[config.mk]
export PLATFORM = sky130hd
export DESIGN_NAME = bit_stuff_frame_encoder
export DESIGN_NICKNAME = d
export VERILOG_FILES = /design/src/hw/rtl/bsfe_pkg.sv /design/src/hw/rtl/bsfe_front.sv /design/src/hw/rtl/bsfe_cmd_queue.sv /design/src/hw/rtl/bsfe_back.sv /design/src/hw/rtl/bsfe_res_queue.sv /design/src/hw/rtl/bit_stuff_frame_encoder.sv
export SDC_FILE = /design/constraint.sdc
export NUM_CORES = 1
export LEC_CHECK = 0
export BUFFER_PORTS_ARGS = -buffer_cell sky130_fd_sc_hd__clkbuf_2
export CAP_MARGIN = 20
export CORE_MARGIN = 4
export CORE_UTILIZATION = 58
export DETAILED_ROUTE_END_ITERATION = 12
export PLACE_DENSITY = 0.77
export SLEW_MARGIN = 10
export SYNTH_ARGS = -nofsm -noshare
export SYNTH_HDL_FRONTEND = slang
export SYNTH_SLANG_ARGS = --single-unit
[constraint.sdc]
create_clock -name clk -period 11.2 [get_ports clk]
set_input_delay 1.68 -clock clk [delete_from_list [all_inputs] [get_ports clk]]
set_output_delay 1.68 -clock clk [all_outputs]
set_load 0.01 [all_outputs]
[src/hw/rtl/bsfe_pkg.sv]
// Shared types, constants and the bit stuffing function of the frame encoder.
package bsfe_pkg;

	// Framing constants.
	localparam logic [7:0] FLAG_BYTE       = 8'h7E;
	localparam logic [7:0] FIRST_ADDR_RST  = 8'd2;
	localparam logic [7:0] SECOND_ADDR_RST = 8'd1;

	// Configuration register indexes.
	localparam int CFG_IDX_W = 1;
	localparam logic [CFG_IDX_W-1:0] CFG_FIRST_ADDR  = 1'b0;
	localparam logic [CFG_IDX_W-1:0] CFG_SECOND_ADDR = 1'b1;

	// Queue geometry: four entries, pointers carry one wrap bit.
	localparam int QUEUE_AW = 2;

	// A stuffed byte holds at most ten bits; the bit accumulator holds up to seventeen.
	localparam int STUFF_W = 10;
	localparam int ACC_W   = 17;
	localparam int FILL_W  = 5;

	typedef enum logic {
		OP_FLAG = 1'b0,
		OP_DATA = 1'b1
	} cmd_op_t;

	typedef enum logic [1:0] {
		KIND_FLAG   = 2'd0,
		KIND_BODY   = 2'd1,
		KIND_PARITY = 2'd2
	} kind_t;

	// Work request from the front end to the back end.
	typedef struct packed {
		cmd_op_t    op;
		logic [7:0] data;
		logic       last;
	} cmd_t;

	// One result byte of the framed stream.
	typedef struct packed {
		logic [7:0] data;
		kind_t      kind;
		logic       last;
	} res_t;

	// Stuffed bits right aligned, their count and the ones run left behind.
	typedef struct packed {
		logic [STUFF_W-1:0] bits;
		logic [3:0]         count;
		logic [2:0]         run;
	} stuff_t;

	// Sends one byte MSB first through the stuffer, inserting a zero after five ones.
	function automatic stuff_t stuff_byte(input logic [7:0] value, input logic [2:0] run_in);
		stuff_t r;
		logic [STUFF_W-1:0] bits;
		logic [3:0] n;
		logic [2:0] rn;
		bits = '0;
		n    = '0;
		rn   = run_in;
		for (int i = 7; i >= 0; i--) begin
			bits = {bits[STUFF_W-2:0], value[i]};
			n    = n + 4'd1;
			if (value[i]) begin
				rn = rn + 3'd1;
				if (rn == 3'd5) begin
					bits = {bits[STUFF_W-2:0], 1'b0};
					n    = n + 4'd1;
					rn   = 3'd0;
				end
			end else begin
				rn = 3'd0;
			end
		end
		r.bits  = bits;
		r.count = n;
		r.run   = rn;
		return r;
	endfunction

endpackage

[src/hw/rtl/bsfe_front.sv]
// Front end: takes input requests, holds the address registers and issues work requests.
module bsfe_front
	import bsfe_pkg::*;
(
	input  logic                 clk,
	input  logic                 arst_n,
	input  logic                 push,
	output logic                 full,
	input  logic [7:0]           payload_byte,
	input  logic                 frame_end,
	input  logic                 cfg_valid,
	output logic                 cfg_ready,
	input  logic [CFG_IDX_W-1:0] cfg_index,
	input  logic [7:0]           cfg_data,
	output logic                 cmd_push,
	output cmd_t                 cmd,
	input  logic                 cmd_full
);

	logic       hold_q;
	logic       hold_first_q;
	logic [7:0] hold_byte_q;
	logic       hold_last_q;
	logic [1:0] step_q;
	logic       in_frame_q;
	logic [7:0] first_addr_q;
	logic [7:0] second_addr_q;
	logic       final_step;
	logic       accept;

	assign cfg_ready = 1'b1;

	// A frame's first byte expands to flag, two addresses and payload; others to payload only.
	assign final_step = !hold_first_q || (step_q == 2'd3);
	assign cmd_push   = hold_q && !cmd_full;
	assign full       = hold_q && !(cmd_push && final_step);
	assign accept     = push && !full;

	// Pick the work request for the current expansion step.
	always_comb begin
		cmd.op   = OP_DATA;
		cmd.data = hold_byte_q;
		cmd.last = hold_last_q;
		if (hold_first_q) begin
			case (step_q)
				2'd0: begin
					cmd.op   = OP_FLAG;
					cmd.data = FLAG_BYTE;
					cmd.last = 1'b0;
				end
				2'd1: begin
					cmd.data = first_addr_q;
					cmd.last = 1'b0;
				end
				2'd2: begin
					cmd.data = second_addr_q;
					cmd.last = 1'b0;
				end
				default: begin
					cmd.data = hold_byte_q;
					cmd.last = hold_last_q;
				end
			endcase
		end
	end

	// Holding register and expansion step counter.
	always_ff @(posedge clk or negedge arst_n) begin
		if (!arst_n) begin
			hold_q     <= 1'b0;
			step_q     <= 2'd0;
			in_frame_q <= 1'b0;
		end else if (accept) begin
			hold_q     <= 1'b1;
			step_q     <= 2'd0;
			in_frame_q <= !frame_end;
		end else if (cmd_push && final_step) begin
			hold_q <= 1'b0;
		end else if (cmd_push) begin
			step_q <= step_q + 2'd1;
		end
	end

	// Captured input request.
	always_ff @(posedge clk) begin
		if (accept) begin
			hold_first_q <= !in_frame_q;
			hold_byte_q  <= payload_byte;
			hold_last_q  <= frame_end;
		end
	end

	// Address registers.
	always_ff @(posedge clk or negedge arst_n) begin
		if (!arst_n) begin
			first_addr_q  <= FIRST_ADDR_RST;
			second_addr_q <= SECOND_ADDR_RST;
		end else if (cfg_valid) begin
			case (cfg_index)
				CFG_FIRST_ADDR:  first_addr_q  <= cfg_data;
				CFG_SECOND_ADDR: second_addr_q <= cfg_data;
				default: ;
			endcase
		end
	end

endmodule

[src/hw/rtl/bsfe_cmd_queue.sv]
// Four-entry queue of work requests between the front end and the back end.
module bsfe_cmd_queue
	import bsfe_pkg::*;
(
	input  logic clk,
	input  logic arst_n,
	input  logic wr_en,
	input  cmd_t wr_data,
	output logic full,
	input  logic rd_en,
	output cmd_t rd_data,
	output logic empty
);

	cmd_t              mem_q [2**QUEUE_AW];
	logic [QUEUE_AW:0] wr_ptr_q;
	logic [QUEUE_AW:0] rd_ptr_q;

	assign empty   = (wr_ptr_q == rd_ptr_q);
	assign full    = (wr_ptr_q[QUEUE_AW] != rd_ptr_q[QUEUE_AW]) &&
	                 (wr_ptr_q[QUEUE_AW-1:0] == rd_ptr_q[QUEUE_AW-1:0]);
	assign rd_data = mem_q[rd_ptr_q[QUEUE_AW-1:0]];

	// Pointer update.
	always_ff @(posedge clk or negedge arst_n) begin
		if (!arst_n) begin
			wr_ptr_q <= '0;
			rd_ptr_q <= '0;
		end else begin
			if (wr_en && !full) begin
				wr_ptr_q <= wr_ptr_q + (QUEUE_AW+1)'(1);
			end
			if (rd_en && !empty) begin
				rd_ptr_q <= rd_ptr_q + (QUEUE_AW+1)'(1);
			end
		end
	end

	// Entry storage.
	always_ff @(posedge clk) begin
		if (wr_en && !full) begin
			mem_q[wr_ptr_q[QUEUE_AW-1:0]] <= wr_data;
		end
	end

endmodule

[src/hw/rtl/bsfe_back.sv]
// Back end: stuffs data bytes, packs the bit stream and emits flag, body and parity bytes.
module bsfe_back
	import bsfe_pkg::*;
(
	input  logic clk,
	input  logic arst_n,
	input  logic cmd_empty,
	input  cmd_t cmd,
	output logic cmd_pop,
	output logic res_push,
	output res_t res,
	input  logic res_full
);

	logic [ACC_W-1:0]  acc_q;
	logic [FILL_W-1:0] fill_q;
	logic [2:0]        run_q;
	logic              parity_q;
	logic              end_q;

	stuff_t            st;
	logic              emit_full;
	logic [FILL_W-1:0] rem;
	logic              take_flag;
	logic              take_data;
	logic              do_pad;
	logic              do_parity;
	logic [ACC_W-1:0]  body_shift;
	logic [ACC_W-1:0]  pad_shift;
	logic [FILL_W-1:0] pad_amt;

	assign st         = stuff_byte(cmd.data, run_q);
	assign emit_full  = (fill_q >= FILL_W'(8));
	assign rem        = (emit_full && !res_full) ? (fill_q - FILL_W'(8)) : fill_q;
	assign body_shift = acc_q >> (fill_q - FILL_W'(8));
	assign pad_amt    = FILL_W'(8) - fill_q;
	assign pad_shift  = acc_q << pad_amt;

	// Choose the result byte of this cycle: full body byte, tail, parity or flag.
	always_comb begin
		res_push  = 1'b0;
		res.data  = body_shift[7:0];
		res.kind  = KIND_BODY;
		res.last  = 1'b0;
		take_flag = 1'b0;
		do_pad    = 1'b0;
		do_parity = 1'b0;
		if (!res_full) begin
			if (emit_full) begin
				res_push = 1'b1;
			end else if (end_q) begin
				res_push = 1'b1;
				if (fill_q != '0) begin
					do_pad   = 1'b1;
					res.data = pad_shift[7:0];
				end else begin
					do_parity = 1'b1;
					res.data  = {7'd0, parity_q};
					res.kind  = KIND_PARITY;
					res.last  = 1'b1;
				end
			end else if (!cmd_empty && (cmd.op == OP_FLAG)) begin
				res_push  = 1'b1;
				take_flag = 1'b1;
				res.data  = FLAG_BYTE;
				res.kind  = KIND_FLAG;
			end
		end
	end

	// A data byte is taken once the bits left after this cycle's output fit below a byte.
	assign take_data = !cmd_empty && (cmd.op == OP_DATA) && !end_q && (rem < FILL_W'(8));
	assign cmd_pop   = take_flag || take_data;

	// Frame control state.
	always_ff @(posedge clk or negedge arst_n) begin
		if (!arst_n) begin
			fill_q   <= '0;
			run_q    <= '0;
			parity_q <= 1'b0;
			end_q    <= 1'b0;
		end else if (take_data) begin
			fill_q   <= rem + FILL_W'(st.count);
			run_q    <= st.run;
			parity_q <= parity_q ^ (^cmd.data);
			end_q    <= cmd.last;
		end else if (do_pad) begin
			fill_q <= '0;
		end else if (do_parity) begin
			run_q    <= '0;
			parity_q <= 1'b0;
			end_q    <= 1'b0;
		end else if (emit_full && !res_full) begin
			fill_q <= rem;
		end
	end

	// Bit accumulator, newest bits at the low end.
	always_ff @(posedge clk) begin
		if (take_data) begin
			acc_q <= (acc_q << st.count) | ACC_W'(st.bits);
		end
	end

endmodule

[src/hw/rtl/bsfe_res_queue.sv]
// Four-entry queue of result bytes that drives the output side.
module bsfe_res_queue
	import bsfe_pkg::*;
(
	input  logic clk,
	input  logic arst_n,
	input  logic wr_en,
	input  res_t wr_data,
	output logic full,
	input  logic rd_en,
	output res_t rd_data,
	output logic empty
);

	res_t              mem_q [2**QUEUE_AW];
	logic [QUEUE_AW:0] wr_ptr_q;
	logic [QUEUE_AW:0] rd_ptr_q;

	assign empty   = (wr_ptr_q == rd_ptr_q);
	assign full    = (wr_ptr_q[QUEUE_AW] != rd_ptr_q[QUEUE_AW]) &&
	                 (wr_ptr_q[QUEUE_AW-1:0] == rd_ptr_q[QUEUE_AW-1:0]);
	assign rd_data = mem_q[rd_ptr_q[QUEUE_AW-1:0]];

	// Pointer update.
	always_ff @(posedge clk or negedge arst_n) begin
		if (!arst_n) begin
			wr_ptr_q <= '0;
			rd_ptr_q <= '0;
		end else begin
			if (wr_en && !full) begin
				wr_ptr_q <= wr_ptr_q + (QUEUE_AW+1)'(1);
			end
			if (rd_en && !empty) begin
				rd_ptr_q <= rd_ptr_q + (QUEUE_AW+1)'(1);
			end
		end
	end

	// Entry storage.
	always_ff @(posedge clk) begin
		if (wr_en && !full) begin
			mem_q[wr_ptr_q[QUEUE_AW-1:0]] <= wr_data;
		end
	end

endmodule

[src/hw/rtl/bit_stuff_frame_encoder.sv]
// Top level of the bit stuffing frame encoder.
//
// Input side is a queue: present payload_byte and frame_end with push; the request
// is taken on a clock edge where push is high and full is low. Output side is a
// queue too: while empty is low, out_byte, out_kind and out_last show the oldest
// result, and pop takes it. Address registers are written on the cfg channel,
// index 0 first address, index 1 second address; cfg_ready is always high.
// A frame's first byte becomes four work requests (flag, both addresses, payload),
// issued in order, with full high until the last one goes; other bytes give one each.
// The back end takes a data byte only while fewer than eight stuffed bits remain
// after its output and writes at most one result byte per cycle, none while the
// result queue is full. A frame's flag passes the holding register, the work queue
// and the result queue; a body byte passes the bit accumulator and the result queue.
// A stalled receiver fills the four-entry result queue, then the four-entry work
// queue, and then full rises; nothing is lost. Reset clears both queues and the
// frame state and loads the addresses with 2 and 1.
module bit_stuff_frame_encoder
	import bsfe_pkg::*;
(
	input  logic                 clk,
	input  logic                 arst_n,
	input  logic                 push,
	output logic                 full,
	input  logic [7:0]           payload_byte,
	input  logic                 frame_end,
	input  logic                 cfg_valid,
	output logic                 cfg_ready,
	input  logic [CFG_IDX_W-1:0] cfg_index,
	input  logic [7:0]           cfg_data,
	output logic                 empty,
	input  logic                 pop,
	output logic [7:0]           out_byte,
	output logic [1:0]           out_kind,
	output logic                 out_last
);

	cmd_t cmd_in;
	cmd_t cmd_head;
	logic cmd_push;
	logic cmd_full;
	logic cmd_pop;
	logic cmd_empty;
	res_t res_in;
	res_t res_head;
	logic res_push;
	logic res_full;

	// Request intake and expansion.
	bsfe_front u_front (
		.clk          (clk),
		.arst_n       (arst_n),
		.push         (push),
		.full         (full),
		.payload_byte (payload_byte),
		.frame_end    (frame_end),
		.cfg_valid    (cfg_valid),
		.cfg_ready    (cfg_ready),
		.cfg_index    (cfg_index),
		.cfg_data     (cfg_data),
		.cmd_push     (cmd_push),
		.cmd          (cmd_in),
		.cmd_full     (cmd_full)
	);

	// Work queue between the two halves.
	bsfe_cmd_queue u_cmd_queue (
		.clk     (clk),
		.arst_n  (arst_n),
		.wr_en   (cmd_push),
		.wr_data (cmd_in),
		.full    (cmd_full),
		.rd_en   (cmd_pop),
		.rd_data (cmd_head),
		.empty   (cmd_empty)
	);

	// Stuffing and byte packing.
	bsfe_back u_back (
		.clk       (clk),
		.arst_n    (arst_n),
		.cmd_empty (cmd_empty),
		.cmd       (cmd_head),
		.cmd_pop   (cmd_pop),
		.res_push  (res_push),
		.res       (res_in),
		.res_full  (res_full)
	);

	// Result queue on the output side.
	bsfe_res_queue u_res_queue (
		.clk     (clk),
		.arst_n  (arst_n),
		.wr_en   (res_push),
		.wr_data (res_in),
		.full    (res_full),
		.rd_en   (pop),
		.rd_data (res_head),
		.empty   (empty)
	);

	assign out_byte = res_head.data;
	assign out_kind = res_head.kind;
	assign out_last = res_head.last;

endmodule
# Word-level counts from Yosys, hierarchy flattened
# Memory sizes are Yosys's and may differ from the RTL's.
# Index checks and enable logic that the tools add are counted.
[classes]
add_sub_neg = 30
magnitude_cmp = 2
n_eq_ne = 20
n_shift = 3
mux = 94
bitwise_logic = 4
n_reduce_logical = 39
[ops]
columns = ["cell", "n"]
rows = [
  ["$mux W4", 16],
  ["$mux W3", 20],
  ["$add A4 B1 Y4 const B", 13],
  ["$mux W10", 5],
  ["$add A3 B1 Y3 const B", 12],
  ["$mux W5", 7],
  ["$mux W1", 27],
  ["$pmux W9 S3", 1],
  ["$eq A3 B3 Y1 const B", 8],
  ["$mux W8", 3],
  ["$mux W11", 2],
  ["$mux W9", 2],
  ["$or A17 B10 Y17", 1],
  ["$shl A17 B4 Y17", 1],
  ["$shl A17 B5 Y8", 1],
  ["$shr A17 B5 Y8", 1],
  ["$logic_and A1 B1 Y1", 15],
  ["$mux W2", 7],
  ["$mux W7", 2],
  ["$mux W6", 2],
  ["$logic_not A1 Y1", 10],
  ["$reduce_and A2 Y1", 5],
  ["$reduce_xor A8 Y1", 1],
  ["$eq A3 B3 Y1", 2],
  ["other kinds (20)", 28],
]
[word_totals]
register_bits = 69
ram_bits = 84
in_bits = 23
output_inout_bits = 14
word_cells = 211
n_memories = 2
[mem_list]
columns = ["name", "words", "word_bits", "rd", "rd_clocked_by_memory_dff", "wr", "line_no", "source"]
rows = [
  ["u_res_queue.mem_q", 4, 11, 1, 0, 1, "bsfe_res_queue.sv:15", "res_t mem_q [2**QUEUE_AW];"],
  ["u_cmd_queue.mem_q", 4, 10, 1, 0, 1, "bsfe_cmd_queue.sv:15", "cmd_t mem_q [2**QUEUE_AW];"],
]

# Logic depth before layout (Yosys ltp)
[logic_depth]
depth_word = 34
depth_mapped = 48
ltp_nobuf = 47

# Hierarchy
# From an unflattened synthesis, not the netlist that was laid out.
[hier_totals]
hier_cells = 1096
hier_area_um2 = 11006.8
[modules_own_cells]
columns = ["module", "instances", "cells_each", "area_each_um2", "seq_area_each_um2"]
rows = [
  ["bsfe_back", 1, 782, 5594.1, 760.7],
  ["bsfe_res_queue", 1, 107, 2107.0, 1471.4],
  ["bsfe_cmd_queue", 1, 101, 1919.3, 1351.3],
  ["bsfe_front", 1, 106, 1386.3, 803.3],
]

# Worst setup path after synthesis
# OpenSTA, ideal clock, no wires.
[synth_timing]
path_type = "register -> register"
startpoint = "register u_back.run_q[0]"
endpoint = "register u_back.acc_q[13], data pin"
setup_time_ns = 0.260
arrival_time_ns = 8.459
required_ns = 10.940
setup_slack_ns = 2.481
stages_incl_launch_ff = 45
path_buffers = 3
period_less_slack_ns = 8.719
path_cell_list = "dfrtp_1 ha_1 xor2_1 nand2_1 nand2_1 nor2_1 ha_1 xnor2_1 nand2_1 nand3_1 inv_1 ha_1 xor2_1 a21boi_0 nand2_1 inv_1 ha_1 xnor2_2 (+9 left out) xor2_1 nand2_1 nand3_1 ha_1 nor2b_1 and2_1 mux2i_1 clkbuf_1 nor2_1 xnor2_1 ha_1 clkbuf_1 nor4_2 nand2_1 a211oi_4 xnor2_1 buf_2 mux2_2"
[synth_via]
elab_chain_len = 34
elab_cells_between_ends = 62
cone_classes = "22 x add/sub; 8 x eq/ne; 1 x shift; 30 x mux; 1 x bitwise"
[synth_lines]
columns = ["element", "line_no", "source"]
rows = [
  ["start: declaration", "bsfe_back.sv:17", "logic [2:0] run_q;"],
  ["start signal: assignment", "bsfe_back.sv:84", "run_q <= st.run;"],
  ["$add A3 B1 Y3 (*)", "bsfe_pkg.sv:67", "rn = rn + 3'd1;"],
  ["$eq A3 B3 Y1", "bsfe_pkg.sv:68", "if (rn == 3'd5) begin"],
  ["$mux W2 / $mux W3 (equally long branches)", "bsfe_pkg.sv:68", ""],
  ["$mux W2 / $mux W3 (equally long branches)", "bsfe_pkg.sv:66", "if (value[i]) begin"],
  ["$add A2 B1 Y3 / $add A3 B1 Y3 (equally long branches)", "bsfe_pkg.sv:65, bsfe_pkg.sv:67", ""],
  ["$add A4 B1 Y4 / $eq A3 B3 Y1 (equally long branches)", "bsfe_pkg.sv:70, bsfe_pkg.sv:68", ""],
  ["$mux W4 / $mux W3 (equally long branches)", "bsfe_pkg.sv:68", ""],
  ["$mux W4 / $mux W3 (equally long branches)", "bsfe_pkg.sv:66", ""],
  ["(+18 left out)", "-", ""],
  ["$mux W4 / $mux W3 (equally long branches)", "bsfe_pkg.sv:68", ""],
  ["$mux W4 / $mux W3 (equally long branches)", "bsfe_pkg.sv:66", ""],
  ["$add A4 B1 Y4 / $add A3 B1 Y3 (equally long branches)", "bsfe_pkg.sv:65, bsfe_pkg.sv:67", ""],
  ["$add A4 B1 Y4 / $eq A3 B3 Y1 (equally long branches)", "bsfe_pkg.sv:70, bsfe_pkg.sv:68", ""],
  ["$mux W4", "bsfe_pkg.sv:68", ""],
  ["$mux W4 (*)", "bsfe_pkg.sv:66", ""],
  ["$shl A17 B4 Y17 (*)", "bsfe_back.sv:101", "acc_q <= (acc_q << st.count) | ACC_W'(st.bits);"],
  ["$or A17 B10 Y17 (*)", "bsfe_back.sv:101", ""],
  ["end signal: assignment", "bsfe_back.sv:101", ""],
  ["end: declaration", "bsfe_back.sv:15", "logic [ACC_W-1:0] acc_q;"],
]
# Every way passes the cells marked *; elsewhere a longest branch is shown, timed or not.
# A chain may end at the register's enable or synchronous reset.

# Worst setup path after layout
[layout_timing]
startpoint = "register u_cmd_queue.rd_ptr_q[0]"
endpoint = "register u_back.acc_q[9], data pin"
[layout_via]
elab_chain_len = 32
elab_cells_between_ends = 74
cone_classes = "21 x add/sub; 7 x eq/ne; 1 x shift; 43 x mux; 1 x bitwise; 1 x memory"
[layout_lines]
columns = ["element", "line_no", "source"]
rows = [
  ["start: declaration", "bsfe_cmd_queue.sv:17", "logic [QUEUE_AW:0] rd_ptr_q;"],
  ["start signal: assignment", "bsfe_cmd_queue.sv:34", "rd_ptr_q <= rd_ptr_q + (QUEUE_AW+1)'(1);"],
  ["$mem_v2 Z4 W10 (*)", "-", ""],
  ["$mux W2 / $mux W3 (equally long branches)", "bsfe_pkg.sv:66", ""],
  ["$add A2 B1 Y3 / $add A3 B1 Y3 (equally long branches)", "bsfe_pkg.sv:65, bsfe_pkg.sv:67", ""],
  ["$add A4 B1 Y4 / $eq A3 B3 Y1 (equally long branches)", "bsfe_pkg.sv:70, bsfe_pkg.sv:68", ""],
  ["$mux W4 / $mux W3 (equally long branches)", "bsfe_pkg.sv:68", ""],
  ["$mux W4 / $mux W3 (equally long branches)", "bsfe_pkg.sv:66", ""],
  ["$add A4 B1 Y4 / $add A3 B1 Y3 (equally long branches)", "bsfe_pkg.sv:65, bsfe_pkg.sv:67", ""],
  ["$add A4 B1 Y4 / $eq A3 B3 Y1 (equally long branches)", "bsfe_pkg.sv:70, bsfe_pkg.sv:68", ""],
  ["(+16 left out)", "-", ""],
  ["$mux W4 / $mux W3 (equally long branches)", "bsfe_pkg.sv:68", ""],
  ["$mux W4 / $mux W3 (equally long branches)", "bsfe_pkg.sv:66", ""],
  ["$add A4 B1 Y4 / $add A3 B1 Y3 (equally long branches)", "bsfe_pkg.sv:65, bsfe_pkg.sv:67", ""],
  ["$add A4 B1 Y4 / $eq A3 B3 Y1 (equally long branches)", "bsfe_pkg.sv:70, bsfe_pkg.sv:68", ""],
  ["$mux W4", "bsfe_pkg.sv:68", ""],
  ["$mux W4", "bsfe_pkg.sv:66", ""],
  ["$shl A17 B4 Y17", "bsfe_back.sv:101", ""],
  ["$or A17 B10 Y17 (*)", "bsfe_back.sv:101", ""],
]
# Marks and branches as above.

==> results.md <==
* Die Y-Extent at 141 um
* Syn nets at 1,043
* Area leader, netlist: edfxtp_1
* Vias in the first global route at 7,382
* Fin crit share at 89.2%
* Met1 Track Usage GR at 28.2%
* Worst R2R Start: u_cmd_queue.rd_ptr_q[0]
* TritonCTS clock tree: yes
* Wire length after detailed routing at 22,100 um
* Setup tns final at 0 ns
* Setup violators final at 0
* CP max stage cell: mux4_2
* Area contributors post-synth: edfxtp_1 (31%), dfrtp_1 (9.8%), ha_1 (5.9%), mux4_2 (5.5%), mux2i_1 (4.2%)
* Critical Path Source: u_cmd_queue.rd_ptr_q[0]
* Ratio of cells with drive above 1 in the final layout at 16.3%
* Routed via count at 7,480
* Max-Cap Viols at 0
* Synth Cell Area at 0.0103 mm2
* Slowest cell delay on critical path at 0.65 ns
* Fillers at 1,366
* Startpoint Class: flip-flop
* CTS resizes at 0
* Setup crit end kind: flip-flop
* ANT cells at 0
* Sequential area share after synthesis at 41.6%
* Register area at 0.00427 mm2
* Ys async rst share at 28.2%
* Post-DP HPWL at 16,300 um
* Worst-path clk slew at 0.06 ns
* Most frequent CP cell: ha_1
* Final Skew at 0.0103 ns
* Post-synth EDFFs at 107
* Multi-input gate area at 0.00557 mm2
* Worst-skew pair later-pin latency at 0.43 ns
* Setup ws final at 1.21 ns
* Type of the worst setup path: reg -> reg
* Hold Path Class: reg -> reg
* Tot GR Track Use at 23.3%
* Crit path depth at 44
* Gr ovfl total at 0
* Worst slack, placed at 1.23 ns
* Hold Buf Count CTS at 0
* Vias per cell at 6.14
* Area Growth Syn to Fin at 8.75%
* Top-area cell type share of the netlist area at 31.3%
* FF-to-FF path depth at 44
* GR Util met3 at 4.48%
* #FFs+latches synth at 149
* Core Area at 0.0173 mm2
* DRT iter0 DRCs at 542
* Initial antenna violation count at 0
* Setup Buffers After CTS at 0
* DR pass1 iterations at 5
* I/O pin total at 37
* Largest net degree at the start of global routing at 43
* Busiest grt layer: met2
* H-tree levels at 4
* Fin nets at 1,053
* R2R Setup Slk at 1.21 ns
* Worst Tran Pin Value at 0.828 ns
* Root buffer cell: clkbuf_16
* Clk buf depth at 2
* Ys Warns at 0
* Final Hold Fails at 0
* Max Slew Vio Count at 0
* Crit path DAT at 10.16 ns
* Post-synth cell types at 84
* Starting Density at 59.3%
* IO Port Bufs at 35
* CTS buffer count at 17
* Worst Setup EP: u_back.acc_q[9]
* # DRC at 0
* CP Max Fanout at 42
* Routed len/inst at 18.1 um
* R2R Path End: u_back.acc_q[9]
* Fmax at 0.100 GHz
* Slew HR at 44.8%
* Die width at 141 um
* CTS Sinks at 149
* Critical Path RT at 11.38 ns
* RD Place Congestion at 0.907
* Mapped Avg Cell Area at 10.6 um2
* Most common cell after layout, fill and taps aside: nand2_1
* Die area at 0.0199 mm2
* First-pass GRT wire length at 36,900 um
* Status: complete, no violations
* Worst path bufs/invs at 8
* Main synth FF type: edfxtp_1
* Instance count of the mapped netlist at 971
* Row Count at 48
* RSZ-0062 raised after global routing: false
* Most frequent cells in the layout: nand2_1 (108), edfxtp_1 (107), nor2_1 (57)
* Final ANT Viol Nets at 0
* Met2 Usage GRT at 41.1%
* Family with the most delay on the worst path: compound AO/OA/AOI/OAI gates
* Min Clock Period, post-route at 9.99 ns
[final cells by class]
type | instances | area share (%)
sequential | 149 | 38.2
clock inverter | 14 | 1.33
timing repair buffer | 47 | 2.38
multi-input combinational | 711 | 49.9
tap | 225 | 2.52
inverter | 55 | 1.85
clock buffer | 18 | 3.84
[cells in the mapped netlist (22+ instances only)]
cell and number:
o22ai_1 22, mux4_2 25, edfxtp_1 107, nor2_1 57, inv_1 50, xnor2_1 40, xor2_1 22, nand2_1 108
a21oi_1 25, o21ai_0 53, mux2_2 36, mux2i_1 43, nand3_1 24, clkbuf_1 38, dfrtp_1 40, ha_1 48
[sequential cells by signal, indices dropped and copies added (netlist names)]
name / flops
u_cmd_queue.mem_q: 40
u_front.hold_byte_q: 8
u_back.parity_q: 1
u_back.run_q: 3
u_res_queue.wr_ptr_q: 3
u_back.acc_q: 17
u_cmd_queue.rd_ptr_q: 3
u_back.fill_q: 5
u_front.hold_q: 1
u_back.end_q: 1
u_res_queue.mem_q: 40
u_res_queue.rd_ptr_q: 3
u_front.hold_first_q: 1
u_front.hold_last_q: 1
u_cmd_queue.wr_ptr_q: 3
u_front.second_addr_q: 8
u_front.in_frame_q: 1
u_front.first_addr_q: 8
u_front.step_q: 2
[routing by layer]
metal	up-vias	part of all wire, %
met3	51	6.0
li1	3617	-
met4	0	2.7
met2	251	51
met5	-	0
met1	3561	41
[metrics by stage]
step	util, %	instances	area (um2)	hold slack [ns]
2_1_floorplan	-	971	10300	0.453
3_5_place_dp	61.2	1187	10600	0.479
5_1_grt	64.5	1219	11200	0.514
6_report	64.5	1219	11200	0.488
3_3_place_gp	61.2	1187	10600	0.475
4_1_cts	64.5	1219	11200	0.491
[cells by family (layout without fill, tap and decap cells)]
family / Yosys count / after routing / share of synthesized area (%)
other: 1 / 1 / 0.0365
AOI/OAI and AO/OA: 205 / 205 / 13.5
and+or+nand+nor: 276 / 276 / 13.0
buffers and inverters: 111 / 134 / 4.22
xor gates and xnor gates: 69 / 69 / 6.67
muxes: 110 / 110 / 14.8
adders and majority gates: 50 / 50 / 6.14
DFF: 149 / 149 / 41.6
[worst min-delay path by stage]
stage / start / to / slack, ns / cells after the start
3_5_place_dp: u_cmd_queue.wr_ptr_q[2] / u_cmd_queue.wr_ptr_q[2] / 0.48 / 1
3_3_place_gp: u_cmd_queue.wr_ptr_q[2] / u_cmd_queue.wr_ptr_q[2] / 0.48 / 1
6_report: u_res_queue.wr_ptr_q[2] / u_res_queue.wr_ptr_q[2] / 0.49 / 1
4_1_cts: u_res_queue.wr_ptr_q[2] / u_res_queue.wr_ptr_q[2] / 0.49 / 1
5_1_grt: u_res_queue.wr_ptr_q[2] / u_res_queue.wr_ptr_q[2] / 0.51 / 1
2_1_floorplan: u_back.parity_q / u_back.parity_q / 0.45 / 1
Power is left out: the tool's default activity adds up to more than one toggle a clock period on the data nets, which glitch-free logic cannot reach.
